===== config.mk =====
export PLATFORM = sky130hd
export DESIGN_NAME = utf8_stream_sanitizer
export DESIGN_NICKNAME = d
export VERILOG_FILES = /design/src/utf8s_pkg.sv /design/src/utf8s_core.sv /design/src/utf8s_emit.sv /design/src/utf8_stream_sanitizer.sv
export SDC_FILE = /design/constraint.sdc
export NUM_CORES = 1
export LEC_CHECK = 0
export BUFFER_PORTS_ARGS = -buffer_cell sky130_fd_sc_hd__buf_4
export CORE_UTILIZATION = 55
export DETAILED_ROUTE_END_ITERATION = 12
export PLACE_DENSITY_LB_ADDON = 0.05
export SKIP_LAST_GASP = 1
export SYNTH_ARGS = -nofsm -noshare
export SYNTH_HDL_FRONTEND = slang
export SYNTH_SLANG_ARGS = --single-unit

===== constraint.sdc =====
create_clock -name clk -period 4.6 [get_ports clk]
set_input_delay 0.23 -clock clk [delete_from_list [all_inputs] [get_ports clk]]
set_output_delay 0.23 -clock clk [all_outputs]
set_load 0.01 [all_outputs]

===== src/utf8s_pkg.sv =====
// Shared types and constants for the UTF-8 stream sanitizer.
// Used by utf8s_core, utf8s_emit and the top level; depends on nothing.
`default_nettype none

package utf8s_pkg;

  localparam int MAX_RES = 4;

  // control_mode codes; code 3 acts as MODE_QUERY
  localparam logic [1:0] MODE_KEEP_CRLF = 2'd0;
  localparam logic [1:0] MODE_QUERY     = 2'd1;
  localparam logic [1:0] MODE_SPACE     = 2'd2;

  localparam logic [7:0] CH_QUERY = 8'h3F;
  localparam logic [7:0] CH_SPACE = 8'h20;
  localparam logic [7:0] CH_TAB   = 8'h09;
  localparam logic [7:0] CH_LF    = 8'h0A;
  localparam logic [7:0] CH_CR    = 8'h0D;

  localparam logic [20:0] CP_MIN2    = 21'h00080;
  localparam logic [20:0] CP_MIN3    = 21'h00800;
  localparam logic [20:0] CP_MIN4    = 21'h10000;
  localparam logic [20:0] CP_MAX     = 21'h10FFFF;
  localparam logic [20:0] CP_SURR_LO = 21'h0D800;
  localparam logic [20:0] CP_SURR_HI = 21'h0DFFF;

  typedef struct packed {
    logic [7:0] data;
    logic       replaced;
    logic       invalid;
    logic       last;
  } res_t;

  // group of results caused by one item; count is 0..4
  typedef struct packed {
    res_t [MAX_RES-1:0] res;
    logic [2:0]         count;
  } grp_t;

endpackage

`default_nettype wire


===== src/utf8s_core.sv =====
// Input register, sequence state and decode of one item into a result group.
// Depends on utf8s_pkg.
`default_nettype none

module utf8s_core (
  input  wire logic              clk,
  input  wire logic              rst,
  input  wire logic              in_valid,
  output logic                   in_stall,
  input  wire logic [7:0]        in_byte,
  input  wire logic              in_last,
  input  wire logic [1:0]        mode,
  input  wire logic              grp_ready,
  output utf8s_pkg::grp_t        grp,
  output logic                   grp_load
);

  logic        item_valid;
  logic [7:0]  item_byte;
  logic        item_last;

  logic [7:0]  pend [3];
  logic [1:0]  pend_count;
  logic [2:0]  exp_len;
  logic [20:0] partial_cp;
  logic        invalid_seen;

  logic [1:0]  pend_count_next;
  logic [2:0]  exp_len_next;
  logic [20:0] partial_cp_next;
  logic        invalid_seen_next;
  logic        pend_we;
  logic [1:0]  pend_idx;

  logic        advance;

  utf8s_pkg::grp_t g;

  logic        is_cont;
  logic [20:0] cp_shift;
  logic [20:0] cp_min;
  logic        bad_cp;
  logic        complete;

  assign is_cont  = (item_byte[7:6] == 2'b10);
  assign cp_shift = {partial_cp[14:0], item_byte[5:0]};
  assign complete = ({1'b0, pend_count} + 3'd1) >= exp_len;

  always_comb begin
    case (exp_len)
      3'd2:    cp_min = utf8s_pkg::CP_MIN2;
      3'd3:    cp_min = utf8s_pkg::CP_MIN3;
      default: cp_min = utf8s_pkg::CP_MIN4;
    endcase
  end

  assign bad_cp = (cp_shift < cp_min) || (cp_shift > utf8s_pkg::CP_MAX) ||
                  ((cp_shift >= utf8s_pkg::CP_SURR_LO) && (cp_shift <= utf8s_pkg::CP_SURR_HI));

  always_comb begin
    logic       lead;
    logic       inv;
    logic [2:0] n;
    logic [7:0] o;
    lead = 1'b0;
    inv  = invalid_seen;
    n    = 3'd0;
    o    = item_byte;
    g    = '0;
    pend_count_next = pend_count;
    exp_len_next    = exp_len;
    partial_cp_next = partial_cp;
    pend_we  = 1'b0;
    pend_idx = pend_count;

    if (pend_count != 2'd0) begin
      if (is_cont) begin
        if (complete) begin
          if (bad_cp) begin
            // every held byte plus this one becomes a replaced '?'
            inv = 1'b1;
            for (int i = 0; i < utf8s_pkg::MAX_RES; i++) begin
              if (i <= int'(pend_count)) begin
                g.res[i] = '{utf8s_pkg::CH_QUERY, 1'b1, 1'b1, 1'b0};
              end
            end
            n = {1'b0, pend_count} + 3'd1;
          end else begin
            for (int i = 0; i < 3; i++) begin
              if (i < int'(pend_count)) begin
                g.res[i] = '{pend[i], 1'b0, inv, 1'b0};
              end
            end
            g.res[pend_count] = '{item_byte, 1'b0, inv, 1'b0};
            n = {1'b0, pend_count} + 3'd1;
          end
          pend_count_next = 2'd0;
          exp_len_next    = 3'd0;
          partial_cp_next = '0;
        end else begin
          pend_we         = 1'b1;
          pend_count_next = pend_count + 2'd1;
          partial_cp_next = cp_shift;
          if (item_last) begin
            inv = 1'b1;
            for (int i = 0; i < utf8s_pkg::MAX_RES; i++) begin
              if (i <= int'(pend_count)) begin
                g.res[i] = '{utf8s_pkg::CH_QUERY, 1'b1, 1'b1, 1'b0};
              end
            end
            n = {1'b0, pend_count} + 3'd1;
          end
        end
      end else begin
        // broken sequence: flush held bytes, then treat byte as a lead
        inv = 1'b1;
        for (int i = 0; i < 3; i++) begin
          if (i < int'(pend_count)) begin
            g.res[i] = '{utf8s_pkg::CH_QUERY, 1'b1, 1'b1, 1'b0};
          end
        end
        n = {1'b0, pend_count};
        pend_count_next = 2'd0;
        exp_len_next    = 3'd0;
        partial_cp_next = '0;
        lead = 1'b1;
      end
    end else begin
      lead = 1'b1;
    end

    if (lead) begin
      if (!item_byte[7]) begin
        if (item_byte < utf8s_pkg::CH_SPACE) begin
          if (mode == utf8s_pkg::MODE_KEEP_CRLF) begin
            if (item_byte == utf8s_pkg::CH_TAB) begin
              o = utf8s_pkg::CH_SPACE;
            end else if (item_byte != utf8s_pkg::CH_CR && item_byte != utf8s_pkg::CH_LF) begin
              o = utf8s_pkg::CH_QUERY;
            end
          end else if (mode == utf8s_pkg::MODE_SPACE) begin
            o = utf8s_pkg::CH_SPACE;
          end else begin
            o = utf8s_pkg::CH_QUERY;
          end
        end
        g.res[n[1:0]] = '{o, 1'b0, inv, 1'b0};
        n = n + 3'd1;
      end else if (item_byte >= 8'hC2 && item_byte <= 8'hF4) begin
        pend_we         = 1'b1;
        pend_idx        = 2'd0;
        pend_count_next = 2'd1;
        if (item_byte <= 8'hDF) begin
          exp_len_next    = 3'd2;
          partial_cp_next = {16'd0, item_byte[4:0]};
        end else if (item_byte <= 8'hEF) begin
          exp_len_next    = 3'd3;
          partial_cp_next = {17'd0, item_byte[3:0]};
        end else begin
          exp_len_next    = 3'd4;
          partial_cp_next = {18'd0, item_byte[2:0]};
        end
        if (item_last) begin
          inv = 1'b1;
          g.res[n[1:0]] = '{utf8s_pkg::CH_QUERY, 1'b1, 1'b1, 1'b0};
          n = n + 3'd1;
        end
      end else begin
        inv = 1'b1;
        g.res[n[1:0]] = '{utf8s_pkg::CH_QUERY, 1'b1, 1'b1, 1'b0};
        n = n + 3'd1;
      end
    end

    invalid_seen_next = inv;
    if (item_last) begin
      if (n != 3'd0) begin
        g.res[2'(n - 3'd1)].last = 1'b1;
      end
      pend_count_next   = 2'd0;
      exp_len_next      = 3'd0;
      partial_cp_next   = '0;
      invalid_seen_next = 1'b0;
    end
    g.count = n;
  end

  // an item with no results retires without waiting on the output side
  assign advance  = item_valid && ((g.count == 3'd0) || grp_ready);
  assign grp_load = advance && (g.count != 3'd0);
  assign grp      = g;
  assign in_stall = item_valid && !advance;

  always_ff @(posedge clk) begin
    if (rst) begin
      item_valid   <= 1'b0;
      pend_count   <= 2'd0;
      exp_len      <= 3'd0;
      partial_cp   <= '0;
      invalid_seen <= 1'b0;
    end else begin
      if (!in_stall) begin
        item_valid <= in_valid;
      end
      if (advance) begin
        pend_count   <= pend_count_next;
        exp_len      <= exp_len_next;
        partial_cp   <= partial_cp_next;
        invalid_seen <= invalid_seen_next;
      end
    end
  end

  always_ff @(posedge clk) begin
    if (!in_stall) begin
      item_byte <= in_byte;
      item_last <= in_last;
    end
    if (advance && pend_we) begin
      pend[pend_idx] <= item_byte;
    end
  end

endmodule

`default_nettype wire


===== src/utf8s_emit.sv =====
// Result group register: holds up to four results of one item and hands
// them out one per cycle while out_stall is low. Depends on utf8s_pkg.
`default_nettype none

module utf8s_emit (
  input  wire logic            clk,
  input  wire logic            rst,
  input  wire utf8s_pkg::grp_t grp_in,
  input  wire logic            grp_load,
  output logic                 grp_ready,
  output logic                 out_valid,
  input  wire logic            out_stall,
  output utf8s_pkg::res_t      res
);

  utf8s_pkg::grp_t grp;
  logic [1:0]      idx;
  logic            pop;
  logic            last_pop;

  assign pop       = out_valid && !out_stall;
  assign last_pop  = pop && ({1'b0, idx} == (grp.count - 3'd1));
  assign grp_ready = !out_valid || last_pop;
  assign res       = grp.res[idx];

  always_ff @(posedge clk) begin
    if (rst) begin
      out_valid <= 1'b0;
      idx       <= 2'd0;
    end else if (grp_load) begin
      out_valid <= 1'b1;
      idx       <= 2'd0;
    end else if (last_pop) begin
      out_valid <= 1'b0;
      idx       <= 2'd0;
    end else if (pop) begin
      idx <= idx + 2'd1;
    end
  end

  always_ff @(posedge clk) begin
    if (grp_load) begin
      grp <= grp_in;
    end
  end

endmodule

`default_nettype wire


===== src/utf8_stream_sanitizer.sv =====
// UTF-8 stream sanitizer, top level: mode register, decode core, result group.
// Depends on utf8s_pkg, utf8s_core and utf8s_emit.
// Path: an accepted item passes the input register, then the result group
//   register; it waits in the input register while the result group is busy.
// Throughput: one item per cycle while each item yields at most one result and
//   out_stall is low; an item yielding several results holds the output port until its last is taken.
// Reset (synchronous): mode 0, sequence state and invalid flag cleared,
//   no result pending; no clearing pass.
`default_nettype none

module utf8_stream_sanitizer (
  input  wire logic       clk,
  input  wire logic       rst,
  input  wire logic       in_valid,
  output logic            in_stall,
  input  wire logic [7:0] in_byte,
  input  wire logic       in_last,
  output logic            out_valid,
  input  wire logic       out_stall,
  output logic [7:0]      out_byte,
  output logic            out_replaced,
  output logic            any_invalid,
  output logic            out_last,
  input  wire logic       control_mode_valid,
  output logic            control_mode_ready,
  input  wire logic [1:0] control_mode
);

  logic [1:0]      mode;
  utf8s_pkg::grp_t grp;
  logic            grp_load;
  logic            grp_ready;
  utf8s_pkg::res_t res;

  assign control_mode_ready = 1'b1;

  always_ff @(posedge clk) begin
    if (rst) begin
      mode <= utf8s_pkg::MODE_KEEP_CRLF;
    end else if (control_mode_valid && control_mode_ready) begin
      mode <= control_mode;
    end
  end

  utf8s_core u_core (
    .clk       (clk),
    .rst       (rst),
    .in_valid  (in_valid),
    .in_stall  (in_stall),
    .in_byte   (in_byte),
    .in_last   (in_last),
    .mode      (mode),
    .grp_ready (grp_ready),
    .grp       (grp),
    .grp_load  (grp_load)
  );

  utf8s_emit u_emit (
    .clk       (clk),
    .rst       (rst),
    .grp_in    (grp),
    .grp_load  (grp_load),
    .grp_ready (grp_ready),
    .out_valid (out_valid),
    .out_stall (out_stall),
    .res       (res)
  );

  assign out_byte     = res.data;
  assign out_replaced = res.replaced;
  assign any_invalid  = res.invalid;
  assign out_last     = res.last;

endmodule

`default_nettype wire


==> metrics.md, run 1 <==
| Metric | Value |
|---|---|
| Max incr delay on CP | `0.47 ns` |
| Num ports | `30` |
| Global-route wire length before repair | `21.4 mm` |
| Register area share after synthesis | `52.2%` |
| CP top delay family | `compound AO/OA/AOI/OAI gates` |
| Number of buffers created by CTS | `9` |
| CP Class | `flop to primary output` |
| Required @ worst endpoint | `4.37 ns` |
| Detailed placement HPWL | `just under 10 mm` |
| Area growth, synth to finish | `8.53%` |
| Crit path cell chain | `inv_1, ha_1, ha_1, a21o_1, a311o_2, a31oi_1, nor2_1, inv_1, ha_1, nor2_1, nor4b_1, o21ai_1, a31o_4, nand3_2, inv_1, buf_4` |
| Post-synth EDFFs | `80` |
| Vias in the first global route | `3873` |
| Clock transition at path regs | `about 0.10 ns` |
| TritonRoute pass-1 iters | `5` |
| All-Layer GR Usage | `27.7%` |
| Yosys warning total | `0` |
| Most frequent cells in the layout | `edfxtp_1 (80), buf_4 (42), nor2_1 (30)` |
| Routed vias | `between 4000 and 5000` |
| Internal power | `between 1 and 1.5 mW` |
| Synth Instances | `474` |
| Final period utilization | `about 94%` |
| Initial antenna violation count | `0` |
| Final Hold Vio Count | `0` |
| Ys flop type | `edfxtp_1` |
| Flops & latches, synth | `around 110` |
| Worst r2r src | `u_core.pend_count[1]$_SDFFE_PP0P_` |
| Vias/cell | `6.53` |
| CP max-delay cell | `a311o_2` |
| Final wirelength | `13.5 mm` |
| Commonest non-fill, non-tap cell in the layout | `edfxtp_1` |
| Placed cells | `618` |
| RSZ-0062 raised after global routing | `no` |
| Die area | `0.0107 mm²` |
| Slew Limit Fails | `0` |
| Port Buf Inserts | `28` |
| Gr ovfl total | `0` |
| Leakage Power | `2.09 nW` |
| Hold-fix buffers at CTS | `0` |
| Fin crit period | `4.34 ns` |
| Clock latency on the worst-skew pair | `0.38 ns` |
| Top post-synthesis cells by area | `edfxtp_1 (43%), dfxtp_1 (9.6%), mux4_2 (4.4%)` |
| Clock Skew | `approximately 0.011 ns` |
| Endpoint type of the worst setup path | `primary output` |
| CP Launch Type | `flop` |
| Hold WC Path Type | `primary input to flop` |
| Syn Area/Cell | `11.9 µm²` |
| Fin cells | `633` |
| Power share of the clock group | `28.2%` |
| Top cell type by total area after synthesis | `edfxtp_1` |
| HP Start | `in_byte[1]` |
| Num rows | `36` |
| Headroom to the max-slew limit | `44.8%` |
| Power Density | `293 mW/mm²` |
| CP Max Fanout | `11` |
| DR DRC count | `0` |
| CTS tree | `built` |
| CP Buf/Inv Count | `4` |
| Share of Yosys cell area claimed by the top area cell type | `42.6%` |
| Peak VDD IR | `140 µV` |
| Sw power | `0.456 mW` |
| Longest Clk Path Bufs | `2` |
| Largest net degree at the start of global routing | `50` |
| Antenna cells | `0` |
| CP startpoint | `u_core.pend_count[1]$_SDFFE_PP0P_` |
| Num Clock Sinks | `around 110` |
| Fin nets | `526` |
| Achievable frequency | `approximately 0.23 GHz` |
| Htree depth | `3` |
| Final worst-path setup slack | `0.264 ns` |
| Drt wl/cell | `~21 µm` |
| CORE AREA | `approximately 0.01 mm²` |
| Worst-Margin Slew | `0.821 ns` |
| Setup Slack @ Placement | `0.199 ns` |
| Fraction of registers with async set/reset | `0%` |
| Setup TNS | `0 ns` |
| GP Congestion | `between 0.9 and 1` |
| DRT antenna net count | `0` |
| Syn Std Cell Area | `0.00563 mm²` |
| Layout cells sized above 1 | `19.6%` |
| Max-cap violations | `0` |
| Combinational power share | `10.5%` |
| Initial cell density of the core | `57.1%` |
| Die Y | `103 µm` |
| Status | `finished clean` |
| Syn Nets | `504` |
| Switching share of power | `25.4%` |
| Number of DRC markers in iteration 0 | `between 400 and 500` |
| Crit path DAT | `4.11 ns` |
| Endpoints failing setup | `0` |
| Reg power frac | `between 60 and 70%` |
| Chip Width | `just over 100 µm` |
| Synth cell types | `80` |
| Root buffer cell | `clkbuf_8` |
==> cell families after synthesis <==
logic type | synth area share, %
compound gates | 21.0
simple gates | 12.1
flops | 52.2
buf+inv | 4.29
mux | 6.60
fa+ha+maj | 3.11
xor+xnor | 0.622
other cells | 0.0666
==> cell type report <==
cell class | instances | area, µm²
Clock inverter | 5 | 30.0
Multi-Input combinational cell | 317 | 2460
Sequential cell | 107 | 2940
Clock buffer | 10 | 128
Tap cell | 133 | 166
Inverter | 19 | 71.3
Timing Repair Buffer | 42 | 315
Fill cell | 763 | 3750
==> path summary, 6_finish.rpt <==
check	slack (ns)	depth (start not counted)	end
setup / recovery	0.26	16	in_stall
hold / removal	0.02	1	u_core.item_byte[1]$_DFFE_PN_
setup reg to reg	0.43	16	u_core.pend[2][3]$_DFFE_PP_
hold reg to reg	0.49	1	u_core.partial_cp[0]$_SDFFE_PP0P_
==> per-layer routing <==
layer | vias up | wire length, µm | track usage, %
li1 | 1918 | - | -
met1 | 1999 | 6170 | 40.4
met2 | 197 | 6110 | 41.3
met3 | 17 | 1100 | 5.24
met4 | 0 | 180 | 10.1
met5 | - | 0 | 0
==> power by group through the flow <==
stage | clock, mW | combinational (mW) | sequential [mW]
floorplan | 0 | 0.134 | 1.10
global placement | 0 | 0.182 | 1.12
detailed placement | 0 | 0.184 | 1.12
CTS | 0.516 | 0.185 | 1.10
global route | 0.552 | 0.204 | 1.10
finish | 0.506 | 0.188 | 1.10
==> synthesized netlist by cell type (7+ instances only) <==
master / n
a22o_1: 12
nand2b_1: 7
dfxtp_1: 27
nand2_1: 28
o211ai_1: 9
mux2i_1: 9
clkbuf_1: 11
inv_1: 17
a21oi_1: 18
nand3_1: 9
mux4_2: 11
nor2_1: 30
edfxtp_1: 80
a31oi_1: 8
o21ai_0: 22
buf_2: 7
o221ai_1: 10
ha_1: 14
==> what timing repair did <==
action                                  4_1_cts  5_1_grt
gates resized for setup                       1        3
pin swaps                                     0        0
hold endpoints to repair                      0        0
setup buffers                                 0        0
endpoints found under the setup margin        1        1
==> sequential cells by signal (all words and copies together), names as in the netlist <==
register / cells
u_emit.out_valid: 1
u_emit.idx: 2
u_core.exp_len: 3
u_core.pend: 24
u_core.item_valid: 1
u_core.item_last: 1
u_core.partial_cp: 15
u_core.pend_count: 2
u_emit.grp: 47
mode: 2
u_core.item_byte: 8
u_core.invalid_seen: 1
==> metrics by stage <==
stage               util [%]  cell area [µm²]  hold slack, ns  power [mW]
floorplan                  -             5630           0.329        1.24
global placement        60.3             5950           0.409        1.30
detailed placement      60.3             5950           0.409        1.31
CTS                     61.9             6100         0.00934        1.80
global route            62.0             6110         0.00131        1.86
finish                  62.0             6110          0.0210        1.79
No activity file was read; power rests on OpenSTA's default activity.
==> inputs of run 2 (changes only) <==
CORE_UTILIZATION = 61   (was 55)
clock period = 4.75 ns   (was 4.6 ns; I/O delays follow)
==> run 2 against run 1 <==
  * Final area shrank 0.57%
  * The flow now finishes with violations (DRC)
  * Total power is 2.1% lower
  * Worst hold slack better by 0.0086 ns
  * Global-route usage increased by 2.2 points
  * Core utilization grew 6.7 points
  * Highest routed layer unchanged
  * First-iteration DRC count rose by 11%
  * Critical endpoint unchanged
  * Setup slack gained 0.052 ns
  * Via count rose by 2.3%
  * Final cell count shrank 4.3%
==> metrics.md, run 2 (synthesis results as in run 1) <==
| Metric | Value |
|---|---|
| R2R cell count | `16 (unchanged)` |
| TritonRoute pass-1 iters | `12 (was 5)` |
| Die area | `0.00962 mm² (was 0.0107 mm²)` |
| Area growth, synth to finish | `7.91% (was 8.53%)` |
| Power share of the clock group | `29.3% (was 28.2%)` |
| Crit path DAT | `4.20 ns (was 4.11 ns)` |
| CP max-delay cell | `dfxtp_1 (was a311o_2)` |
| Gr ovfl total | `0 (unchanged)` |
| Detailed placement HPWL | `9.58 mm (was 9.74 mm)` |
| Number of DRC markers in iteration 0 | `511 (was 461)` |
| Max incr delay on CP | `0.47 ns (about the same)` |
| Vias/cell | `6.97 (was 6.53)` |
| Status | `finished with violations (was finished clean)` |
| Reg power frac | `60.8% (was 61.3%)` |
| Drt wl/cell | `22.3 µm (was 21.4 µm)` |
| All-Layer GR Usage | `29.9% (was 27.7%)` |
| CP Max Fanout | `11 (unchanged)` |
| Slew Limit Fails | `0 (unchanged)` |
| Initial cell density of the core | `63.7% (was 57.1%)` |
| Total power | `1.76 mW (was 1.79 mW)` |
| Top reg by flops | `u_emit.grp (unchanged)` |
| Most frequent cells in the layout | `edfxtp_1 (80), buf_4 (39), nor2_1 (30) (was edfxtp_1 (80), buf_4 (42), nor2_1 (30))` |
| Combinational power share | `10.0% (was 10.5%)` |
| Crit-path most repeated cell | `ha_1` |
| Hold Path Sink | `u_core.item_byte[7]$_DFFE_PN_ (was u_core.item_byte[1]$_DFFE_PN_)` |
| CP Class | `flop to primary output (unchanged)` |
| Hold Path Cell Cnt | `1 (unchanged)` |
| Routed vias | `4225 (was 4131)` |
| RR Endpoint | `u_core.pend[2][4]$_DFFE_PP_ (was u_core.pend[2][3]$_DFFE_PP_)` |
| CORE AREA | `0.00885 mm² (was 0.00986 mm²)` |
| Number of buffers created by CTS | `9 (unchanged)` |
| DRT antenna net count | `0 (unchanged)` |
| Clock transition at path regs | `0.10 ns (about the same)` |
| Sw power | `0.452 mW (was 0.456 mW)` |
| Largest register FFs | `47 (unchanged)` |
| Peak VDD IR | `212 µV (was 140 µV)` |
| Num rows | `34 (was 36)` |
| Headroom to the max-slew limit | `45.6% (was 44.8%)` |
| Worst-Margin Slew | `0.810 ns (was 0.821 ns)` |
| GP Congestion | `0.956 (was 0.978)` |
| Post-CTS Setup Bufs | `0 (unchanged)` |
| Largest registers | `u_emit.grp (47), u_core.pend (24), u_core.partial_cp (15) (unchanged)` |
| Final period utilization | `approximately 93%` |
| Fin nets | `523 (was 526)` |
| DR DRC count | `2 (was 0)` |
| HP Start | `in_byte[7] (was in_byte[1])` |
| Hold WC Path Type | `primary input to flop (unchanged)` |
| Antenna cells | `0 (unchanged)` |
| Port Buf Inserts | `28 (unchanged)` |
| Leakage Power | `2.07 nW (was 2.09 nW)` |
| Internal power | `1.30 mW (was 1.34 mW)` |
| Longest Clk Path Bufs | `2 (unchanged)` |
| Required @ worst endpoint | `4.51 ns (was 4.37 ns)` |
| Commonest non-fill, non-tap cell in the layout | `edfxtp_1 (unchanged)` |
| Max-cap violations | `0 (unchanged)` |
| Vias in the first global route | `4048 (was 3873)` |
| Clock latency on the worst-skew pair | `0.37 ns (was 0.38 ns)` |
| CP Launch Type | `flop (unchanged)` |
| Chip Width | `98.1 µm (was 103 µm)` |
| Crit path cell chain | `clkinv_1, ha_1, ha_1, a21o_1, a311o_2, a31oi_1, nor2_1, inv_1, ha_1, nor2_1, nor4b_1, o21ai_1, a31o_4, nand3_1, inv_1, buf_4 (was inv_1, ha_1, ha_1, a21o_1, a311o_2, a31oi_1, nor2_1, inv_1, ha_1, nor2_1, nor4b_1, o21ai_1, a31o_4, nand3_2, inv_1, buf_4)` |
| Final wirelength | `13.5 mm (about the same)` |
| Largest net degree at the start of global routing | `50 (unchanged)` |
| Power Density | `289 mW/mm² (was 293 mW/mm²)` |
| Endpoints failing setup | `0 (unchanged)` |
| Root buffer cell | `clkbuf_8 (unchanged)` |
| Htree depth | `3 (unchanged)` |
| Clock Skew | `0.0103 ns (was 0.0109 ns)` |
| Fillers | `672 (was 763)` |
| RSZ-0062 raised after global routing | `no (unchanged)` |
| Switching share of power | `25.7% (was 25.4%)` |
| Global-route wire length before repair | `21.9 mm (was 21.4 mm)` |
| Reg-to-reg slack, setup | `0.56 ns (was 0.43 ns)` |
| Final core occ | `68.7% (was 62.0%)` |
| Fin crit period | `4.43 ns` |
| Worst r2r src | `u_core.pend_count[0]$_SDFFE_PP0P_ (was u_core.pend_count[1]$_SDFFE_PP0P_)` |
| Num ports | `30 (unchanged)` |
| Achievable frequency | `0.226 GHz` |
| Failing checks | `DRC` |
| Num Clock Sinks | `107 (unchanged)` |
| Setup TNS | `0 ns (unchanged)` |
| CTS tree | `built (unchanged)` |
| Layout cells sized above 1 | `19.5% (was 19.6%)` |
| Final Hold Vio Count | `0 (unchanged)` |
| Initial antenna violation count | `0 (unchanged)` |
| Area of the multi-input gates | `0.00246 mm² (about the same)` |
| Die Y | `98.1 µm (was 103 µm)` |
| Endpoint type of the worst setup path | `primary output (unchanged)` |
| Seq. cell area | `0.00294 mm² (unchanged)` |
[run 2: cell count changes in the layout (fill, tap and decap cells not counted)]
cell        delta
clkinv_1       -1
nand3_1        +1
clkinvlp_4     +2
ha_1           -1
inv_6          -1
ha_2           +1
inv_8          +1
clkinv_2       -2
buf_4          -3
nand3_2        -1
clkinv_4       +2
[run 2: layout make-up]
cell class	count	area share (%)
Sequential cell	107	48.4
Clock inverter	6	0.844
Inverter	19	1.17
Multi-Input combinational cell	317	40.4
Timing Repair Buffer	39	4.82
Clock buffer	10	2.10
Tap cell	108	2.22
[run 2: power groups by stage]
stage	clock [mW]	sequential (mW)	combinational (mW)
6_report	0.514	1.07	0.175
5_1_grt	0.559	1.07	0.189
4_1_cts	0.524	1.07	0.173
3_5_place_dp	0	1.09	0.172
3_3_place_gp	0	1.09	0.171
2_1_floorplan	0	1.07	0.130
[run 2: worst max-delay path by stage]
| stage | to | from | cells after the start |
|---|---|---|---|
| 4_1_cts | in_stall | u_core.pend_count[1]$_SDFFE_PP0P_ | 15 |
| 6_report | in_stall | u_core.pend_count[0]$_SDFFE_PP0P_ | 16 |
| 3_3_place_gp | u_emit.grp[21]$_DFFE_PP_ | u_core.pend_count[1]$_SDFFE_PP0P_ | 13 |
| 2_1_floorplan | u_core.pend[1][0]$_DFFE_PP_ | u_core.pend_count[1]$_SDFFE_PP0P_ | 17 |
| 5_1_grt | in_stall | u_core.pend_count[0]$_SDFFE_PP0P_ | 16 |
| 3_5_place_dp | u_core.pend[2][7]$_DFFE_PP_ | u_core.pend_count[1]$_SDFFE_PP0P_ | 15 |
[run 2: routing by layer]
metal  vias to the layer above  part of all wire (%)  GRT usage, %
met2                       260                    45          44.3
met1                      2005                    42          42.0
met5                         -                     0             0
li1                       1909                     -             -
met4                         0                   3.8          14.8
met3                        51                   9.0          6.51
[run 2: worst max-delay path: cells and delay by family (launching register included)]
family | cells | cell delay, ns
adders and majority gates | 3 | 0.81
buffers and inverters | 4 | 0.46
AOI/OAI and AO/OA | 5 | 1.43
DFF | 1 | 0.47
and+or+nand+nor | 4 | 0.66
[run 2: through the flow]
stage	instance area (µm²)	worst slack, ns	hold slack [ns]	instances
floorplan	5630	0.274	0.336	474
finish	6080	0.316	0.0296	606
global placement	5890	0.542	0.417	590
CTS	6070	0.0827	0.0196	606
detailed placement	5890	0.373	0.417	590
global route	6080	0.00790	0.00692	606
[run 2: what timing repair did]
| item | 4_1_cts | 5_1_grt |
|---|---|---|
| hold buffers | 0 | 0 |
| endpoints found under the setup margin | 0 | 17 |
| gates resized for setup | 0 | 4 |
==> inputs of run 3 (changes only) <==
CORE_ASPECT_RATIO = 2   (was not set)
PLACE_DENSITY = 0.83   (was not set)
PLACE_DENSITY_LB_ADDON = not set   (was 0.05)
==> run 3 against run 2 <==
  * The run now ends clean
  * Flip-flop and latch count is the same
  * Final cell count fell by 1.2%
  * Largest power group unchanged
  * Final area increased by 2.0%
  * Die area rose by 0.24%
  * First-iteration DRC count shrank 13%
  * Combinational power hardly changed
  * Critical path type unchanged
  * Largest cell class unchanged
==> metrics.md, run 3 (synthesis results as in run 1) <==
| Metric | Value |
|---|---|
| Status | `finished clean (was finished with violations)` |
| Chip Width | `70.0 µm (was 98.1 µm)` |
| Worst r2r src | `u_core.pend_count[0]$_SDFFE_PP0P_ (unchanged)` |
| Endpoints failing setup | `0 (unchanged)` |
| Clock latency on the worst-skew pair | `0.35 ns (was 0.37 ns)` |
| Gr ovfl total | `0 (unchanged)` |
| CP startpoint | `u_core.pend_count[0]$_SDFFE_PP0P_ (unchanged)` |
| Largest net degree at the start of global routing | `50 (unchanged)` |
| All-Layer GR Usage | `30.3% (was 29.9%)` |
| Port Buf Inserts | `28 (unchanged)` |
| CORE AREA | `0.00895 mm² (was 0.00885 mm²)` |
| Drt wl/cell | `23.4 µm (was 22.3 µm)` |
| Commonest non-fill, non-tap cell in the layout | `edfxtp_1 (unchanged)` |
| CP Buf/Inv Count | `4 (unchanged)` |
| Largest registers | `u_emit.grp (47), u_core.pend (24), u_core.partial_cp (15) (unchanged)` |
| Number of buffers created by CTS | `9 (unchanged)` |
| Final period utilization | `93.4% (was 93.3%)` |
| Sw power | `0.487 mW (was 0.452 mW)` |
| Hold WC Path Type | `primary input to flop (unchanged)` |
| Largest register FFs | `47 (unchanged)` |
| Number of DRC markers in iteration 0 | `447 (was 511)` |
| RSZ-0062 raised after global routing | `no (unchanged)` |
| Endpoint type of the worst setup path | `primary output (unchanged)` |
| Combinational power share | `8.8% (was 10.0%)` |
| Longest Clk Path Bufs | `2 (unchanged)` |
| Power share of the clock group | `37.7% (was 29.3%)` |
| Seq. cell area | `0.00294 mm² (unchanged)` |
| Initial cell density of the core | `62.9% (was 63.7%)` |
| Placement-stage cell area | `0.00588 mm² (was 0.00589 mm²)` |
| Area of the multi-input gates | `0.00246 mm² (unchanged)` |
| Slew Limit Fails | `0 (unchanged)` |
| Leakage Power | `2.14 nW (was 2.07 nW)` |
| DR DRC count | `0 (was 2)` |
| Clock Skew | `0.00561 ns (was 0.0103 ns)` |
| Crit path cell chain | `ha_2, ha_1, a21o_1, a311o_2, a31oi_1, nor2_1, inv_1, ha_1, nor2_1, nor4b_1, o21ai_1, a31o_4, nand3_1, buf_4, inv_1, buf_4 (was clkinv_1, ha_1, ha_1, a21o_1, a311o_2, a31oi_1, nor2_1, inv_1, ha_1, nor2_1, nor4b_1, o21ai_1, a31o_4, nand3_1, inv_1, buf_4)` |
| Max-cap violations | `0 (unchanged)` |
| Routed vias | `4188 (was 4225)` |
| GP Congestion | `0.971 (was 0.956)` |
| RR Endpoint | `u_core.pend[1][2]$_DFFE_PP_ (was u_core.pend[2][4]$_DFFE_PP_)` |
| Die Y | `138 µm (was 98.1 µm)` |
| Final Hold Vio Count | `0 (unchanged)` |
| Root buffer cell | `clkbuf_16 (was clkbuf_8)` |
| Htree depth | `3 (unchanged)` |
| Crit path capture | `in_stall (unchanged)` |
| Power Density | `322 mW/mm² (was 289 mW/mm²)` |
| CP Class | `flop to primary output (unchanged)` |
| Peak VDD IR | `258 µV (was 212 µV)` |
| Clock transition at path regs | `0.07 ns (was 0.10 ns)` |
| DRT antenna net count | `0 (unchanged)` |
| R2R cell count | `15 (was 16)` |
| Layout cells sized above 1 | `19.5% (about the same)` |
| Antenna cells | `0 (unchanged)` |
| Top reg by flops | `u_emit.grp (unchanged)` |
| Num rows | `49 (was 34)` |
| Headroom to the max-slew limit | `40.0% (was 45.6%)` |
| Worst-Margin Slew | `0.899 ns (was 0.810 ns)` |
| Reg power frac | `53.4% (was 60.8%)` |
| Fin nets | `522 (was 523)` |
| Achievable frequency | `0.225 GHz (was 0.226 GHz)` |
| Final wirelength | `14.0 mm (was 13.5 mm)` |
| WP depth | `16 (unchanged)` |
| CP top delay family | `compound AO/OA/AOI/OAI gates (unchanged)` |
| Global-route wire length before repair | `21.7 mm (was 21.9 mm)` |
| CP Max Fanout | `14 (was 11)` |
| Post-CTS Setup Bufs | `0 (unchanged)` |
| Required @ worst endpoint | `4.51 ns (about the same)` |
| Initial antenna violation count | `0 (unchanged)` |
| Hold-fix buffers at CTS | `0 (unchanged)` |
| Fin crit period | `4.44 ns (was 4.43 ns)` |
| Detailed placement HPWL | `10.3 mm (was 9.58 mm)` |
| Fillers | `648 (was 672)` |
| Vias in the first global route | `4085 (was 4048)` |
| CTS tree | `built (unchanged)` |
| Max incr delay on CP | `0.48 ns (was 0.47 ns)` |
| Most frequent cells in the layout | `edfxtp_1 (80), buf_4 (38), nor2_1 (30) (was edfxtp_1 (80), buf_4 (39), nor2_1 (30))` |
| Area growth, synth to finish | `10.0% (was 7.91%)` |
| Switching share of power | `24.4% (was 25.7%)` |
| TritonRoute pass-1 iters | `8 (was 12)` |
| Die area | `0.00965 mm² (was 0.00962 mm²)` |
| Vias/cell | `6.99 (was 6.97)` |
| Setup TNS | `0 ns (unchanged)` |
| CP Launch Type | `flop (unchanged)` |
| Final Cell Area | `0.00620 mm² (was 0.00608 mm²)` |
| Internal power | `1.51 mW (was 1.30 mW)` |
| CP max-delay cell | `a311o_2 (was dfxtp_1)` |
| Num ports | `30 (unchanged)` |
| Reg-to-reg slack, setup | `0.57 ns (was 0.56 ns)` |
| Crit path DAT | `4.20 ns (about the same)` |
| Num Clock Sinks | `107 (unchanged)` |
[run 3: cell types whose count changed in the layout (fill, tap and decap cells not counted), sizes merged]
cell,delta
buf,-1
clkinvlp,-3
inv,+3
[run 3: how the worst min path moves through the flow]
| stage | from | slack [ns] | depth (start not counted) | to |
|---|---|---|---|---|
| 2_1_floorplan | in_byte[0] | 0.34 | 0 | u_core.item_byte[0]$_DFFE_PN_ |
| 3_3_place_gp | in_byte[3] | 0.42 | 1 | u_core.item_byte[3]$_DFFE_PN_ |
| 3_5_place_dp | in_byte[6] | 0.42 | 1 | u_core.item_byte[6]$_DFFE_PN_ |
| 4_1_cts | in_byte[6] | 0.05 | 1 | u_core.item_byte[6]$_DFFE_PN_ |
| 5_1_grt | in_byte[7] | 0.05 | 1 | u_core.item_byte[7]$_DFFE_PN_ |
| 6_report | in_byte[6] | 0.06 | 1 | u_core.item_byte[6]$_DFFE_PN_ |
[run 3: cell type report]
class / count / area share, %
Tap cell: 102 / 2.06
Clock buffer: 10 / 4.04
Sequential cell: 107 / 47.5
Timing Repair Buffer: 38 / 4.60
Inverter: 19 / 1.15
Multi-Input combinational cell: 317 / 39.6
Clock inverter: 6 / 1.01
[run 3: metal layers]
layer  global-route usage (%)  up-vias  wire length, µm
li1                         -     1908                -
met5                        0        -                0
met1                     32.4     2040             4950
met2                     55.8      189             7680
met3                     4.43       51              680
met4                     17.8        0              740
[run 3: power by group through the flow]
| stage | Sequential, mW | Clock (mW) | Combinational [mW] |
|---|---|---|---|
| 2_1_floorplan | 1.07 | 0 | 0.130 |
| 3_3_place_gp | 1.09 | 0 | 0.169 |
| 3_5_place_dp | 1.09 | 0 | 0.173 |
| 4_1_cts | 1.07 | 0.762 | 0.174 |
| 5_1_grt | 1.07 | 0.795 | 0.189 |
| 6_report | 1.07 | 0.754 | 0.177 |
[run 3: per-stage QoR]
| stage | utilization (%) | worst slack (ns) | cells | power, mW | hold WS (ns) |
|---|---|---|---|---|---|
| after floorplan | - | 0.274 | 474 | 1.20 | 0.336 |
| after global placement | 65.7 | 0.469 | 583 | 1.25 | 0.417 |
| after detailed placement | 65.7 | 0.258 | 583 | 1.26 | 0.417 |
| after CTS | 69.2 | 0.00505 | 599 | 2.00 | 0.0540 |
| after global routing | 69.2 | 0.0595 | 599 | 2.05 | 0.0507 |
| final | 69.2 | 0.311 | 599 | 2.00 | 0.0566 |
[run 3: what timing repair did]
action / CTS / global route
setup endpoints to repair: 0 / 74
endpoints found under the hold margin: 0 / 0
gates resized for setup: 0 / 4
